## config.mk

```make
export PLATFORM = sky130hd
export DESIGN_NAME = utf8_byte_stream_decoder
export DESIGN_NICKNAME = d
export VERILOG_FILES = /design/src/hdl/ubsd_pkg.sv /design/src/hdl/utf8_byte_stream_decoder.sv
export SDC_FILE = /design/constraint.sdc
export NUM_CORES = 1
export LEC_CHECK = 0
export BUFFER_PORTS_ARGS = -buffer_cell sky130_fd_sc_hd__buf_4
export CORE_MARGIN = 10
export CORE_UTILIZATION = 51
export CTS_CLUSTER_DIAMETER = 120
export CTS_CLUSTER_SIZE = 12
export DETAILED_ROUTE_END_ITERATION = 7
export HOLD_SLACK_MARGIN = 0.03
export PLACE_DENSITY = 0.74
export SYNTH_ARGS = -nofsm -noshare
export SYNTH_HDL_FRONTEND = slang
export SYNTH_SLANG_ARGS = --single-unit
```

## constraint.sdc

```tcl
create_clock -name clk -period 5.2 [get_ports clk]
set_input_delay 0.26 -clock clk [delete_from_list [all_inputs] [get_ports clk]]
set_output_delay 0.26 -clock clk [all_outputs]
set_load 0.03 [all_outputs]
```

## src/hdl/ubsd_pkg.sv

```systemverilog
// Package for the UTF-8 byte decoder: lead byte classes, masks and the classifier.
// No dependencies.
package ubsd_pkg;

  localparam int unsigned CP_W    = 31;
  localparam int unsigned BYTE_W  = 8;
  localparam int unsigned LEFT_W  = 3;
  localparam int unsigned START_W = 5;
  localparam int unsigned CONT_W  = 6;

  typedef logic [CP_W-1:0]    cp_t;
  typedef logic [BYTE_W-1:0]  byte_t;
  typedef logic [LEFT_W-1:0]  left_t;
  typedef logic [START_W-1:0] start_t;

  localparam byte_t CONT_MASK = 8'h3F;

  typedef enum logic [2:0] {
    LEAD_ASCII,
    LEAD_TWO,
    LEAD_THREE,
    LEAD_FOUR,
    LEAD_FIVE,
    LEAD_SIX,
    LEAD_BAD
  } lead_class_t;

  typedef struct packed {
    lead_class_t cls;
    left_t       extra;
    start_t      start;
  } lead_info_t;

  function automatic lead_info_t classify(input byte_t b);
    lead_info_t info;
    info.cls   = LEAD_BAD;
    info.extra = '0;
    info.start = '0;
    if (b[7] == 1'b0) begin
      info.cls = LEAD_ASCII;
    end else if ((b & 8'hE0) == 8'hC0) begin
      info.cls   = LEAD_TWO;
      info.extra = 3'd1;
      info.start = b[4:0];
    end else if ((b & 8'hF0) == 8'hE0) begin
      info.cls   = LEAD_THREE;
      info.extra = 3'd2;
      info.start = {1'b0, b[3:0]};
    end else if ((b & 8'hF8) == 8'hF0) begin
      info.cls   = LEAD_FOUR;
      info.extra = 3'd3;
      info.start = {2'b0, b[2:0]};
    end else if ((b & 8'hFC) == 8'hF8) begin
      info.cls   = LEAD_FIVE;
      info.extra = 3'd4;
      info.start = {3'b0, b[1:0]};
    end else if ((b & 8'hFE) == 8'hFC) begin
      info.cls   = LEAD_SIX;
      info.extra = 3'd5;
      info.start = {4'b0, b[0]};
    end
    return info;
  endfunction

endpackage

```

## src/hdl/utf8_byte_stream_decoder.sv

```systemverilog
// A result shows in the output register in the cycle after its last byte is accepted.
// Throughput: one byte per cycle; in_ready drops only while a held result is not taken.
// The sequence state (partial value, bytes left) and the output register update in one pass.
// Reset (synchronous, rst high): empty output register, no open sequence, partial value 0.
// Lead byte classification and masks come from ubsd_pkg.
module utf8_byte_stream_decoder (
  input  logic        clk,
  input  logic        rst,
  input  logic        in_valid,
  output logic        in_ready,
  input  logic [7:0]  byte_in,
  output logic        out_valid,
  input  logic        out_ready,
  output logic [30:0] code_point,
  output logic        bad_lead
);

  // Sequence state.
  ubsd_pkg::cp_t   partial_value;
  ubsd_pkg::cp_t   partial_value_next;
  ubsd_pkg::left_t bytes_left;
  ubsd_pkg::left_t bytes_left_next;

  // Output register.
  logic            res_valid;
  logic            res_valid_next;
  ubsd_pkg::cp_t   res_cp;
  ubsd_pkg::cp_t   res_cp_next;
  logic            res_bad;
  logic            res_bad_next;

  logic                 in_xact;
  logic                 emit;
  ubsd_pkg::lead_info_t lead;
  ubsd_pkg::cp_t        shifted;
  ubsd_pkg::byte_t      cont_bits;

  // Take a new byte whenever the output register is empty or drains this cycle.
  assign in_ready = !res_valid || out_ready;
  assign in_xact  = in_valid && in_ready;

  assign lead      = ubsd_pkg::classify(byte_in);
  assign cont_bits = byte_in & ubsd_pkg::CONT_MASK;
  // Shift in the low six bits; the top bits fall off the 31-bit value.
  assign shifted   = {partial_value[ubsd_pkg::CP_W-ubsd_pkg::CONT_W-1:0],
                      cont_bits[ubsd_pkg::CONT_W-1:0]};

  always_comb begin
    partial_value_next = partial_value;
    bytes_left_next    = bytes_left;
    emit               = 1'b0;
    res_cp_next        = res_cp;
    res_bad_next       = res_bad;
    if (in_xact) begin
      if (bytes_left != '0) begin
        // Inside a sequence: every byte counts as a continuation byte.
        bytes_left_next = bytes_left - 3'd1;
        if (bytes_left == 3'd1) begin
          emit               = 1'b1;
          res_cp_next        = shifted;
          res_bad_next       = 1'b0;
          partial_value_next = '0;
        end else begin
          partial_value_next = shifted;
        end
      end else begin
        case (lead.cls)
          ubsd_pkg::LEAD_ASCII: begin
            emit         = 1'b1;
            res_cp_next  = {{(ubsd_pkg::CP_W-ubsd_pkg::BYTE_W){1'b0}}, byte_in};
            res_bad_next = 1'b0;
          end
          ubsd_pkg::LEAD_BAD: begin
            // Stray continuation byte or 0xFE/0xFF: flag it, keep the state.
            emit         = 1'b1;
            res_cp_next  = '0;
            res_bad_next = 1'b1;
          end
          default: begin
            // Open a multi-byte sequence with its masked start value.
            partial_value_next = {{(ubsd_pkg::CP_W-ubsd_pkg::START_W){1'b0}}, lead.start};
            bytes_left_next    = lead.extra;
          end
        endcase
      end
    end
  end

  always_comb begin
    res_valid_next = res_valid;
    if (emit) begin
      res_valid_next = 1'b1;
    end else if (out_ready) begin
      res_valid_next = 1'b0;
    end
  end

  always_ff @(posedge clk) begin
    if (rst) begin
      partial_value <= '0;
      bytes_left    <= '0;
      res_valid     <= 1'b0;
    end else begin
      partial_value <= partial_value_next;
      bytes_left    <= bytes_left_next;
      res_valid     <= res_valid_next;
    end
  end

  // Payload: load only with a new result, hold otherwise.
  always_ff @(posedge clk) begin
    if (emit) begin
      res_cp  <= res_cp_next;
      res_bad <= res_bad_next;
    end
  end

  assign out_valid  = res_valid;
  assign code_point = res_cp;
  assign bad_lead   = res_bad;

endmodule

```

Yosys cells after proc, flatten, opt, wreduce, memory -nomap -nowiden
Cells that the tools add are included.
{"block": "totals", "output_inout_bits": 34, "word_cells": 49, "ff_bits": 61}
{"block": "op_classes", "n_mux": 24, "reduce_logical": 10, "eq_ne": 9, "add_sub_neg": 1}
{"cell": "25-bit 2-to-1 mux", "count": 3}
{"cell": "31-bit 2-to-1 mux", "count": 2}
{"cell": "31-bit case mux with 2 select lines", "count": 1}
{"cell": "11-bit 2-to-1 mux", "count": 3}
{"cell": "10-bit 2-to-1 mux", "count": 2}
{"cell": "3-bit 2-to-1 mux", "count": 3}
{"cell": "1-bit 2-to-1 mux", "count": 8}
{"cell": "8-bit 2-to-1 mux", "count": 1}
{"cell": "7-bit == test (second input constant)", "count": 1}
{"cell": "3-bit == test (second input constant)", "count": 2}
{"cell": "6-bit == test (second input constant)", "count": 1}
{"cell": "3-bit nonzero test", "count": 2}
{"cell": "5-bit == test (second input constant)", "count": 1}
{"cell": "4-bit == test (second input constant)", "count": 1}
{"cell": "2-bit by 1-bit inequality test with 1-bit output (second input constant)", "count": 2}
{"cell": "4-bit AND reduction", "count": 1}
{"cell": "3-bit by 1-bit == test with 1-bit output (second input constant)", "count": 1}
{"cell": "3-bit zero test", "count": 1}
{"cell": "3-bit by 1-bit subtractor with 3-bit output (second input constant)", "count": 1}
{"cell": "1-bit case mux with 2 select lines", "count": 1}
{"cell": "2-bit AND reduction", "count": 1}
{"cell": "2-bit nonzero test", "count": 1}
{"cell": "2-bit OR reduction", "count": 1}
{"cell": "1-bit logical AND", "count": 1}
{"cell": "2 further kinds", "count": 2}

Longest topological paths before layout
Gate-level depths: netlist of the first run.
{"block": "logic_depth", "depth_word": 13, "depth_mapped": 8, "mapped_depth_nobuf": 6}

Least setup slack after synthesis of the first run
Ideal clock, no wire load.
{"block": "synth_timing", "kind": "reg2reg", "startpoint": "register bytes_left[0]", "endpoint": "register res_bad (netlist: bad_lead), enable pin", "synth_period_minus_slack_ps": 3407, "n_path_buf": 1, "setup_time_ps": 432, "stages_incl_launch_ff": 8, "required_time_ps": 4768, "arrival_ps": 2975, "setup_slack_ps": 1793, "cell_sequence": "dfxtp_1 inv_1 ha_1 and2b_4 o21ai_4 or3_1 buf_2 a21oi_1"}
{"block": "synth_between", "elab_chain_len": 5, "elab_cells_between_ends": 8, "cone_classes": "eq/ne (2); mux (3); reduce/logical (3)"}
{"item": "start, declared", "line_no": "utf8_byte_stream_decoder.sv:21", "source": "ubsd_pkg::left_t bytes_left;"}
{"item": "start signal, assigned", "line_no": "utf8_byte_stream_decoder.sv:105", "source": "bytes_left <= bytes_left_next;"}
{"item": "3-bit by 1-bit == test with 1-bit output", "line_no": "utf8_byte_stream_decoder.sv:58", "source": "if (bytes_left == 3'd1) begin"}
{"item": "1-bit 2-to-1 mux", "line_no": "utf8_byte_stream_decoder.sv:58"}
{"item": "1-bit 2-to-1 mux", "line_no": "utf8_byte_stream_decoder.sv:55", "source": "if (bytes_left != '0) begin"}
{"item": "1-bit 2-to-1 mux", "line_no": "utf8_byte_stream_decoder.sv:54", "source": "if (in_xact) begin"}
{"item": "4-bit AND reduction (no line) *"}
{"item": "end signal, assigned", "line_no": "utf8_byte_stream_decoder.sv:114", "source": "res_bad <= res_bad_next;"}
{"item": "end, declared", "line_no": "utf8_byte_stream_decoder.sv:29", "source": "logic res_bad;"}
Every way passes the cells marked *; elsewhere a longest branch is shown, timed or not.
A chain may end at the register's enable or synchronous reset.

Worst setup path after layout of the first run
{"block": "layout_timing", "startpoint": "register bytes_left[0]", "endpoint": "register res_cp[28] (netlist: code_point[28]), enable pin"}
{"block": "layout_between", "elab_chain_len": 5, "elab_cells_between_ends": 8, "cone_classes": "eq/ne (2); mux (3); reduce/logical (3)"}
{"item": "3-bit by 1-bit == test with 1-bit output", "line_no": "utf8_byte_stream_decoder.sv:58"}
{"item": "1-bit 2-to-1 mux", "line_no": "utf8_byte_stream_decoder.sv:58"}
{"item": "1-bit 2-to-1 mux", "line_no": "utf8_byte_stream_decoder.sv:55"}
{"item": "1-bit 2-to-1 mux", "line_no": "utf8_byte_stream_decoder.sv:54"}
{"item": "4-bit AND reduction (no line) *"}
{"item": "end signal, assigned", "line_no": "utf8_byte_stream_decoder.sv:113", "source": "res_cp <= res_cp_next;"}
{"item": "end, declared", "line_no": "utf8_byte_stream_decoder.sv:27", "source": "ubsd_pkg::cp_t res_cp;"}
Marked as above.

==> impl_summary.txt, run 1 <==
----------------------------------------------------
[Power and ir drop]
  Power density relative to cell area ... 357 nW/µm²
  Pleak ... 1.34 nW
  Worst-case vdd ir drop ... 0.187 mV

[Floorplanning]
  Die X ... 92.2 µm
  Floorplan row count ... 26
  Number of top-level pins ... 46
  Effective utilization at floorplan ... 52.3%
  Die ar. ... 8490 µm²
  Core footprint ... 5070 µm²
  Die Height ... 92.2 µm

[Finish]
  Layout overhead on the synthesized area ... 21.6%
  Final layout net count ... 295
  FILL cells ... 414
  Most common library cell in the layout ignoring fill and taps ... sky130_fd_sc_hd__nand2_1
  Most used cells in the layout excluding fill and tap cells ... sky130_fd_sc_hd__nand2_1, sky130_fd_sc_hd__buf_4, sky130_fd_sc_hd__edfxtp_1
  Combined flip-flop and latch cell area ... 1540 µm²
  ANT cells ... 0
  Post-route non-filler standard cell count ... 355
  Combined area of the multi-input logic cells ... 1020 µm²
  Post-layout instance area ... 3230 µm²
  Layout cells sized above 1 ... 24.9%

[Detailed routing]
  First-iteration detailed-routing DRC count ... 101
  Wire per inst ... 14.5 µm
  Met3 WL post-DR ... 194 µm
  Number of vias per cell after detailed routing ... 5.07
  WL met1 ... 2190 µm
  Residual DRC count ... 0
  Metal2 WL ... 2640 µm
  Detailed-routing iteration count for the pre-antenna-repair pass ... 4
  Total via count in the routed design ... 1800
  Top Metal Used ... met4
  Detailed Route WL ... 5150 µm
  Remaining antenna violation count after routing ... 0

[Global routing]
  Antenna violations before repair ... 0
  Pin count of the biggest net entering global routing ... 34
  Global-route usage over all layers ... 12.8%
  Total grt overflow ... 0
  Via count of the first global-routing pass ... 1774
  First-pass GRT wire length ... 8740 µm

[STA]
  Final worst clock skew ... 0.0101 ns
  Final hold violations ... 0
  Headroom to the max-slew limit ... 35.3%
  Final setup violation count ... 0
  Final Max Tran Viols ... 0
  Min Clock Period, post-route ... 2.74 ns
  Maximum achievable frequency ... 0.365 GHz
  Fin crit share ... 52.6%
  Transition time at the pin with the least slew margin ... 0.968 ns
  Setup_tns ... 0 ns
  Setup repair after global routing missed its margin ... no

[Place]
  Placer's final routability congestion estimate ... 0.850
  Placed Instance Area ... 3030 µm²
  Placed insts ... 339
  Port Buffer Count ... 45
  Half-perimeter wire length after detailed placement ... 3550 µm

[Clock network]
  Count of cells resized by post-cts repair ... 0
  Clock latency on the worst-skew pair ... 0.35 ns
  Post-CTS Setup Bufs ... 0
  Post-CTS Hold Fix Bufs ... 0
  Clock transition at the registers of the reported paths ... 0.07 ns
  Longest Clk Path Bufs ... 2
  Number of clock buffers inserted by TritonCTS ... 9
  Clock Sinks ... 61
  H-tree level count ... 3
  CTS tree ... done
  Root buffer cell ... sky130_fd_sc_hd__clkbuf_8

[Status]
  Run status ... finished clean

[Critical path]
  Worst-case reg-to-reg path depth ... 6
  Critical path type ... reg2reg
  Worst R2R Setup Slack ... 2.46 ns
  Required arrival time at the worst endpoint ... 5.16 ns
  Data arrival time at the worst-slack endpoint ... 2.70 ns
  End of the worst register-to-register path ... code_point[28]
  Sort of element at the start of the critical path ... register
  Peak fanout along the critical path ... 32
  Start of the worst register-to-register path ... bytes_left[0]
  Category of the worst setup path capture point ... register

[Min path]
  Worst hold start ... rst
  Hold depth ... 2
  Hold WC Path Type ... in2reg
  Destination of the worst hold path ... out_valid

[Synthesis]
  Fraction of the yosys area taken by sequential cells ... 58.1%
  Average size of a mapped cell ... 11.3 µm²
  Count of unique library cells instantiated by Yosys ... 39
  Number of warnings printed during yosys synthesis ... 0
  Post-Syn Instances ... 234
  Synth Net Count ... 249
  Post-Synthesis Cell Area ... 2660 µm²
  Flip-flop and latch count after synthesis ... 61

[Flow run]
  Number of maximum-capacitance violations ... 0

----------------------------------------------------
[final cells by class]
class	count	area share, %
inverters	7	0.814
repair buffers	47	10.9
flip-flops and latches	61	47.8
well taps	70	2.71
multi-input cells	154	31.6
clock buffers	11	4.38
clock inverters	5	1.78
[metrics by stage]
stage / total power, mW / hold slack (ns) / setup slack [ns] / util, %
3_3_place_gp: 0.741 / 0.441 / 2.56 / 59.7
3_5_place_dp: 0.743 / 0.452 / 2.46 / 59.7
5_1_grt: 1.20 / 0.111 / 2.24 / 63.6
2_1_floorplan: 0.686 / 0.328 / 1.79 / -
4_1_cts: 1.16 / 0.106 / 2.45 / 63.6
6_report: 1.15 / 0.115 / 2.46 / 63.6
[where the power goes]
part | switching [mW] | internal (mW) | total [mW]
sequential | 0.00807 | 0.535 | 0.543
clock | 0.187 | 0.235 | 0.422
combinational | 0.123 | 0.0637 | 0.187
total | 0.318 | 0.834 | 1.15
[logic make-up (layout without fill, tap and decap cells)]
| kind of cell | Yosys count | count (layout) | synth area share (%) |
|---|---|---|---|
| AOI/OAI and AO/OA | 23 | 23 | 7.35 |
| adders and majority gates | 3 | 3 | 1.41 |
| and+or+nand+nor | 102 | 102 | 19.1 |
| DFF | 61 | 61 | 58.1 |
| muxes | 26 | 26 | 9.80 |
| buffers and inverters | 19 | 70 | 4.24 |
[cells in the mapped netlist (all sizes together)]
master | count | share of area, %
a2111oi | 1 | 0.33
a21oi | 4 | 0.75
a2bb2oi | 1 | 0.33
a311oi | 1 | 0.57
a31o | 1 | 0.33
a31oi | 1 | 0.24
and2 | 29 | 6.8
and2b | 3 | 1.0
buf | 4 | 2.1
clkbuf | 8 | 1.1
dfxtp | 29 | 22
edfxtp | 32 | 36
ha | 3 | 1.4
inv | 7 | 0.99
mux2i | 26 | 9.8
nand2 | 52 | 7.4
nand2b | 3 | 0.71
nand3 | 6 | 1.3
nor2 | 3 | 0.42
nor2b | 3 | 0.71
nor3b | 1 | 0.28
o2111a | 1 | 0.42
o2111ai | 2 | 0.66
o211a | 1 | 0.38
o211ai | 2 | 0.57
o21ai | 3 | 0.99
o311a | 1 | 0.42
o31ai | 3 | 1.0
o32ai | 1 | 0.33
or2 | 1 | 0.24
or3 | 1 | 0.24
[routing by layer]
metal  vias to the layer above  GRT usage [%]
li1                        901              -
met1                       855           14.3
met2                        31           21.3
met3                        13           3.59
met4                         0           7.71
met5                         -              0
[critical path, stage by stage, from the launching register on]
cell and delay [ns]:
sky130_fd_sc_hd__dfxtp_1 0.34, sky130_fd_sc_hd__inv_1 0.09, sky130_fd_sc_hd__ha_1 0.24, sky130_fd_sc_hd__and2b_4 0.20, sky130_fd_sc_hd__o21ai_4 0.09, sky130_fd_sc_hd__or3_1 0.55
sky130_fd_sc_hd__a21oi_4 0.82
[sequential cells by signal (all words and copies together), names as in the netlist]
name	cells
bad_lead	1
bytes_left	3
code_point	31
out_valid	1
partial_value	25
[worst max-delay path by stage]
| stage | start | endpoint | slack [ns] | cells past startpoint |
|---|---|---|---|---|
| global placement | bytes_left[0] | code_point[23] | 2.56 | 6 |
| floorplan | bytes_left[0] | bad_lead | 1.79 | 7 |
| global route | bytes_left[0] | code_point[8] | 2.24 | 6 |
| detailed placement | bytes_left[0] | code_point[27] | 2.46 | 6 |
| CTS | bytes_left[0] | code_point[8] | 2.45 | 6 |
| finish | bytes_left[0] | code_point[28] | 2.46 | 6 |
Note: power is estimated with default switching activity, not from simulation.
==> run 2, diff against run 1 <==
==> constraint.sdc (replaced) <==
create_clock -name clk -period 2.7 [get_ports clk]
set_input_delay 0.135 -clock clk [delete_from_list [all_inputs] [get_ports clk]]
set_output_delay 0.135 -clock clk [all_outputs]
set_load 0.03 [all_outputs]
==> impl_summary.txt, run 2 (synthesized netlist as in run 1, its figures left out) <==
----------------------------------------------------
[STA]
  Final Max Tran Viols ... 0 (unchanged)
  Final hold violations ... 0 (unchanged)
  Final setup violation count ... 0 (unchanged)
  Fin crit share ... 83.6% (+31 points)
  Maximum achievable frequency ... 0.443 GHz (+21%)
  Headroom to the max-slew limit ... 58.5% (+23 points)
  Min Clock Period, post-route ... 2.26 ns (-0.480 ns)
  Transition time at the pin with the least slew margin ... 0.619 ns (-0.349 ns)
  Setup_tns ... 0 ns (unchanged)
  Final worst clock skew ... 0.0106 ns (+0.000470 ns)
  Setup repair after global routing missed its margin ... no

[Clock network]
  Longest Clk Path Bufs ... 2 (unchanged)
  Root buffer cell ... sky130_fd_sc_hd__clkbuf_8
  Post-CTS Setup Bufs ... 0 (unchanged)
  CTS tree ... done
  Clock Sinks ... 61 (unchanged)
  Clock transition at the registers of the reported paths ... 0.06 ns (about the same)
  Clock latency on the worst-skew pair ... 0.33 ns (-0.02 ns)
  Count of cells resized by post-cts repair ... 0 (unchanged)
  Number of clock buffers inserted by TritonCTS ... 9 (unchanged)
  H-tree level count ... 3 (unchanged)

[Critical path]
  End of the worst register-to-register path ... code_point[17]
  Sort of element at the start of the critical path ... register
  Start of the worst register-to-register path ... bytes_left[0]
  Worst-case reg-to-reg path depth ... 7 (+1)
  Data arrival time at the worst-slack endpoint ... 2.28 ns (-0.42 ns)
  Critical path type ... reg2reg
  Critical path's largest stage delay ... 0.55 ns (-0.27 ns)
  Peak fanout along the critical path ... 32 (unchanged)
  Required arrival time at the worst endpoint ... 2.72 ns (-2.44 ns)
  Master of the slowest instance on the critical path ... sky130_fd_sc_hd__or3_1
  Category of the worst setup path capture point ... register
  Worst R2R Setup Slack ... 0.44 ns (-2.02 ns)
  Cell breakdown of the critical path ... inv_1, ha_1, and2b_4, o21ai_4, or3_1, a21oi_4, buf_12

[Global routing]
  GR met2 Demand/Resource ... 20.2% (-1.1 points)
  First-pass GRT wire length ... 8340 µm (-4.6%)
  Antenna violations before repair ... 0 (unchanged)
  Met1 capacity usage during global routing ... 13.2% (-1.0 points)
  Busiest metal layer after global routing ... met2
  Global-route usage over all layers ... 12.1% (-0.68 points)
  Met3 global-route usage ... 4.97% (+1.4 points)
  Via count of the first global-routing pass ... 1761 (-0.73%)
  Total grt overflow ... 0 (unchanged)
  Pin count of the biggest net entering global routing ... 33 (-2.9%)

[Floorplanning]
  Core footprint ... 5070 µm² (unchanged)
  Die Height ... 92.2 µm (unchanged)
  Floorplan row count ... 26 (unchanged)
  Die ar. ... 8490 µm² (unchanged)
  Effective utilization at floorplan ... 52.3% (unchanged)
  Number of top-level pins ... 46 (unchanged)
  Die X ... 92.2 µm (unchanged)

[Finish]
  FILL cells ... 409 (-1.2%)
  Post-route non-filler standard cell count ... 358 (+0.85%)
  Combined flip-flop and latch cell area ... 1540 µm² (unchanged)
  ANT cells ... 0 (unchanged)
  Max FFs per register ... 31 (unchanged)
  Post-layout instance area ... 3240 µm² (+0.46%)
  Layout cells sized above 1 ... 25.3% (+0.43 points)
  Final layout net count ... 299 (+1.4%)
  Most used cells in the layout excluding fill and tap cells ... sky130_fd_sc_hd__nand2_1, sky130_fd_sc_hd__buf_4, sky130_fd_sc_hd__edfxtp_1
  Most common library cell in the layout ignoring fill and taps ... sky130_fd_sc_hd__nand2_1
  Combined area of the multi-input logic cells ... 1020 µm² (unchanged)
  Layout overhead on the synthesized area ... 22.1%
  Utilization of the core after routing ... 63.9% (+0.30 points)

[Place]
  Placed insts ... 342 (+0.88%)
  Placer's final routability congestion estimate ... 0.842 (-0.93%)
  Placed Instance Area ... 3080 µm² (+1.6%)
  Port Buffer Count ... 45 (unchanged)
  Half-perimeter wire length after detailed placement ... 3510 µm (-1.2%)

[Detailed routing]
  Detailed-routing iteration count for the pre-antenna-repair pass ... 4 (unchanged)
  Remaining antenna violation count after routing ... 0 (unchanged)
  Residual DRC count ... 0 (unchanged)
  Number of vias per cell after detailed routing ... 5.06 (-0.29%)
  Detailed Route WL ... 5050 µm (-1.9%)
  Total via count in the routed design ... 1810 (+0.56%)
  First-iteration detailed-routing DRC count ... 102 (+0.99%)
  Wire per inst ... 14.1 µm (-2.8%)

[Power and ir drop]
  Worst-case vdd ir drop ... 0.410 mV (+120%)
  Clock network fraction of total power ... 31.6% (-5.0 points)
  Net Sw Frac ... 28.4% (+0.80 points)
  Switching power summed over all nets ... 0.591 mW (+86%)
  Part of the power in registers ... 50.2% (+3.0 points)
  Part of the total power dissipated in combinational logic ... 18.2% (+2.0 points)
  Pleak ... 1.35 nW (+1.1%)
  Power density relative to cell area ... 642 nW/µm² (+80%)
  Design internal power ... 1.49 mW (+79%)

[Flow run]
  Number of maximum-capacitance violations ... 0 (unchanged)

[Min path]
  Hold depth ... 3 (+1)
  Hold WC Path Type ... in2reg
  Worst hold start ... byte_in[0]
  Destination of the worst hold path ... partial_value[0]

[Status]
  Run status ... finished clean

----------------------------------------------------
run 2: cell types whose count changed in the layout (fill, tap and decap cells not counted):
cell,delta
sky130_fd_sc_hd__clkinv_2,+3
sky130_fd_sc_hd__buf_12,+2
sky130_fd_sc_hd__buf_4,+1
sky130_fd_sc_hd__bufinv_16,-1
sky130_fd_sc_hd__clkbuf_8,-1
sky130_fd_sc_hd__clkinv_4,+1
sky130_fd_sc_hd__clkinvlp_4,-1
sky130_fd_sc_hd__dlygate4sd3_1,+1
sky130_fd_sc_hd__inv_4,-1
sky130_fd_sc_hd__inv_6,-1
run 2: area by class of cell:
type	count	area share, %
multi-input cells	154	31.5
clock buffers	10	3.94
flip-flops and latches	61	47.5
clock inverters	5	0.887
repair buffers	51	12.7
inverters	7	0.810
well taps	70	2.70
run 2: timing repair:
action / in CTS / in global routing
setup endpoints to repair: 0 / 0
hold endpoints to repair: 1 / 0
hold buffers: 1 / 0
run 2: worst max-delay path by stage:
stage                  start             end  slack (ns)  cells after the start
2_1_floorplan  bytes_left[0]        bad_lead        0.32                      7
5_1_grt        bytes_left[0]  code_point[17]        0.31                      7
6_report       bytes_left[0]  code_point[17]        0.44                      7
3_5_place_dp   bytes_left[0]  code_point[29]        0.45                      7
4_1_cts        bytes_left[0]   code_point[6]        0.43                      7
3_3_place_gp   bytes_left[0]  code_point[29]        0.54                      7
run 2: metrics by stage:
stage	total power, mW	setup slack [ns]	hold WS (ns)
after floorplan	1.32	0.324	0.203
after global placement	1.44	0.535	0.352
after detailed placement	1.45	0.453	0.345
after CTS	2.11	0.432	0.0725
after global routing	2.17	0.312	0.0953
final	2.08	0.442	0.0801
run 2: routing by layer:
metal	up-vias	part of all wire, %
li1	907	-
met1	849	43
met2	47	50
met3	7	5.5
met4	0	1.4
met5	-	0
run 2: power by group through the flow:
stage,clock network [mW],registers (mW),logic [mW]
2_1_floorplan,0,1.14,0.179
3_3_place_gp,0,1.06,0.380
3_5_place_dp,0,1.07,0.381
4_1_cts,0.679,1.04,0.384
5_1_grt,0.713,1.05,0.406
6_report,0.658,1.04,0.379
run 2: critical path, delay by kind of cell, from the launching register on:
kind / cells / cell delay [ns]
buffers and inverters: 2 / 0.29
AOI/OAI and AO/OA: 2 / 0.31
adders and majority gates: 1 / 0.25
DFF: 1 / 0.33
and+or+nand+nor: 2 / 0.75
==> run 3, diff against run 2 <==
--- a/config.mk
+++ b/config.mk
@@ -7,12 +7,12 @@
 export LEC_CHECK = 0
 export BUFFER_PORTS_ARGS = -buffer_cell sky130_fd_sc_hd__buf_4
 export CORE_MARGIN = 10
-export CORE_UTILIZATION = 51
+export CORE_UTILIZATION = 50
 export CTS_CLUSTER_DIAMETER = 120
 export CTS_CLUSTER_SIZE = 12
 export DETAILED_ROUTE_END_ITERATION = 7
 export HOLD_SLACK_MARGIN = 0.03
-export PLACE_DENSITY = 0.74
+export PLACE_DENSITY = 0.75
 export SYNTH_ARGS = -nofsm -noshare
 export SYNTH_HDL_FRONTEND = slang
 export SYNTH_SLANG_ARGS = --single-unit
==> constraint.sdc (replaced) <==
create_clock -name clk -period 1.9 [get_ports clk]
set_input_delay 0.095 -clock clk [delete_from_list [all_inputs] [get_ports clk]]
set_output_delay 0.095 -clock clk [all_outputs]
set_load 0.03 [all_outputs]
==> impl_summary.txt, run 3 (synthesized netlist as in run 1, its figures left out) <==
----------------------------------------------------
[Status]
  Run status ... finished clean

[Clock network]
  Number of clock buffers inserted by TritonCTS ... 9 (unchanged)
  Clock latency on the worst-skew pair ... 0.34 ns (about the same)
  Clock transition at the registers of the reported paths ... 0.07 ns (about the same)
  Clock Sinks ... 61 (unchanged)
  CTS tree ... done
  Root buffer cell ... sky130_fd_sc_hd__clkbuf_8
  H-tree level count ... 3 (unchanged)
  Longest Clk Path Bufs ... 2 (unchanged)

[Detailed routing]
  Detailed Route WL ... 5310 µm (+5.2%)
  Total via count in the routed design ... 1877 (+3.7%)
  Detailed-routing iteration count for the pre-antenna-repair pass ... 4 (unchanged)
  Wire per inst ... 14.5 µm (+2.6%)
  Number of vias per cell after detailed routing ... 5.11 (+1.2%)
  First-iteration detailed-routing DRC count ... 88 (-14%)
  Residual DRC count ... 0 (unchanged)
  Remaining antenna violation count after routing ... 0 (unchanged)

[Critical path]
  Critical path type ... reg2reg
  Peak fanout along the critical path ... 32 (unchanged)
  Start of the worst register-to-register path ... bytes_left[0]
  Cell breakdown of the critical path ... inv_2, ha_4, and2b_4, o21ai_4, or3_4, a21oi_4, buf_12
  Sort of element at the start of the critical path ... register
  Category of the worst setup path capture point ... register
  Required arrival time at the worst endpoint ... 1.93 ns (-0.79 ns)
  Master of the slowest instance on the critical path ... sky130_fd_sc_hd__or3_4
  Buf/Inv on CP ... 2 (unchanged)
  Cell type group with the largest total delay on the critical path ... simple AND/OR/NAND/NOR gates
  Start point of the critical path ... bytes_left[0]
  Critical path's largest stage delay ... 0.35 ns (-0.20 ns)
  Data arrival time at the worst-slack endpoint ... 1.85 ns (-0.43 ns)

[Floorplanning]
  Number of top-level pins ... 46 (unchanged)
  Die ar. ... 8620 µm² (+1.6%)
  Floorplan row count ... 26 (unchanged)
  Die X ... 92.9 µm (+0.78%)
  Die Height ... 92.9 µm (+0.78%)
  Effective utilization at floorplan ... 51.7% (-0.66 points)
  Core footprint ... 5140 µm² (+1.3%)

[Place]
  Post-placement worst setup slack ... 0.0481 ns (-0.405 ns)
  Port Buffer Count ... 45 (unchanged)
  Placed Instance Area ... 3130 µm² (+1.7%)
  Placer's final routability congestion estimate ... 0.884 (+5.0%)
  Half-perimeter wire length after detailed placement ... 3680 µm (+4.8%)

[Global routing]
  Total grt overflow ... 0 (unchanged)
  Global-route usage over all layers ... 13.2% (+1.1 points)
  First-pass GRT wire length ... 9070 µm (+8.8%)
  Via count of the first global-routing pass ... 1877 (+6.6%)
  Pin count of the biggest net entering global routing ... 33 (unchanged)
  Antenna violations before repair ... 0 (unchanged)

[Finish]
  Post-layout instance area ... 3330 µm² (+2.5%)
  Layout cells sized above 1 ... 28.3% (+2.9 points)
  Layout overhead on the synthesized area ... 25.3%
  Most common library cell in the layout ignoring fill and taps ... sky130_fd_sc_hd__buf_4
  Final layout net count ... 307 (+2.7%)
  Max FFs per register ... 31 (unchanged)
  ANT cells ... 0 (unchanged)
  Most used cells in the layout excluding fill and tap cells ... sky130_fd_sc_hd__buf_4, sky130_fd_sc_hd__nand2_1, sky130_fd_sc_hd__edfxtp_1

[Power and ir drop]
  Switching power summed over all nets ... 0.847 mW (+43%)
  Power density relative to cell area ... 900 nW/µm² (+40%)
  Part of the power in registers ... 49.7% (-0.5 points)
  Design internal power ... 2.14 mW (+44%)
  Clock network fraction of total power ... 31.0% (-0.6 points)
  Part of the total power dissipated in combinational logic ... 19.3% (+1.1 points)
  Net Sw Frac ... 28.3% (-0.061 points)
  Worst-case vdd ir drop ... 0.525 mV (+28%)
  Pleak ... 1.39 nW (+2.6%)

[STA]
  Min Clock Period, post-route ... 1.82 ns (-0.436 ns)
  Transition time at the pin with the least slew margin ... 0.483 ns (-0.136 ns)
  Final setup violation count ... 0 (unchanged)
  Final hold violations ... 0 (unchanged)
  Final worst clock skew ... 0.00977 ns (-0.000804 ns)
  Final worst slack ... 0.0781 ns (-0.364 ns)
  Setup repair after global routing missed its margin ... no
  Final Max Tran Viols ... 0 (unchanged)
  Maximum achievable frequency ... 0.549 GHz (+24%)
  Headroom to the max-slew limit ... 67.0% (+8.5 points)
  Fin crit share ... 95.9% (+12 points)

[Flow run]
  Number of maximum-capacitance violations ... 0 (unchanged)

[Min path]
  Hold WC Path Type ... in2reg
  Worst hold start ... byte_in[5]

----------------------------------------------------
[run 3: cell types whose count changed in the layout (fill, tap and decap cells not counted), moves of 2 or more]
cell,previous run,this run
sky130_fd_sc_hd__buf_4,48,55
sky130_fd_sc_hd__clkinv_1,0,2
sky130_fd_sc_hd__inv_1,6,4
sky130_fd_sc_hd__inv_2,1,3
[run 3: repair_timing]
item / CTS / global route
setup buffers: 0 / 2
endpoints found under the hold margin: 3 / 0
resized for setup: 0 / 1
endpoints found under the setup margin: 0 / 56
hold buffers: 2 / 0
[run 3: layout make-up]
cell class,count,area [µm²]
sequential,61,1540
multi-input combinational,154,1040
clock buffer,10,128
fill,441,1810
clock inverter,6,30.0
timing repair buffer,59,473
tap,70,87.6
inverter,7,26.3
[run 3: final timing paths]
kind,end,slack (ns),depth (start not counted)
max reg2reg,code_point[30],0.08,7
min reg2reg,partial_value[22],0.46,2
min,partial_value[5],0.06,3
max,code_point[30],0.08,7
[run 3: per-stage QoR]
| step | setup TNS, ns | hold slack [ns] | total power, mW | util [%] | instances |
|---|---|---|---|---|---|
| after floorplan | -10.04 | 0.163 | 1.89 | - | 234 |
| after global placement | 0 | 0.314 | 2.08 | 60.9 | 347 |
| after detailed placement | 0 | 0.308 | 2.08 | 60.9 | 347 |
| after CTS | 0 | 0.0502 | 3.01 | 64.3 | 365 |
| after global routing | 0 | 0.0677 | 3.11 | 64.7 | 367 |
| final | 0 | 0.0592 | 2.99 | 64.7 | 367 |
[run 3: per-layer routing]
| metal | vias to the layer above | track usage (%) | wire [µm] |
|---|---|---|---|
| met5 | - | 0 | 0 |
| met4 | 0 | 6.30 | 46 |
| met3 | 4 | 5.00 | 376 |
| met2 | 52 | 22.2 | 2820 |
| met1 | 894 | 14.3 | 2060 |
| li1 | 927 | - | - |
[run 3: worst reg2reg max path, stage by stage, from the launching register on]
cell,delay [ns]
sky130_fd_sc_hd__dfxtp_2,0.34
sky130_fd_sc_hd__inv_2,0.08
sky130_fd_sc_hd__ha_4,0.13
sky130_fd_sc_hd__and2b_4,0.17
sky130_fd_sc_hd__o21ai_4,0.06
sky130_fd_sc_hd__or3_4,0.35
sky130_fd_sc_hd__a21oi_4,0.17
sky130_fd_sc_hd__buf_12,0.22
[run 3: power by group through the flow]
stage	Clock, mW	Combinational, mW	Sequential [mW]
3_3_place_gp	0	0.563	1.51
4_1_cts	0.949	0.571	1.49
5_1_grt	1.00	0.620	1.49
6_report	0.929	0.576	1.49
3_5_place_dp	0	0.566	1.52
2_1_floorplan	0	0.262	1.63
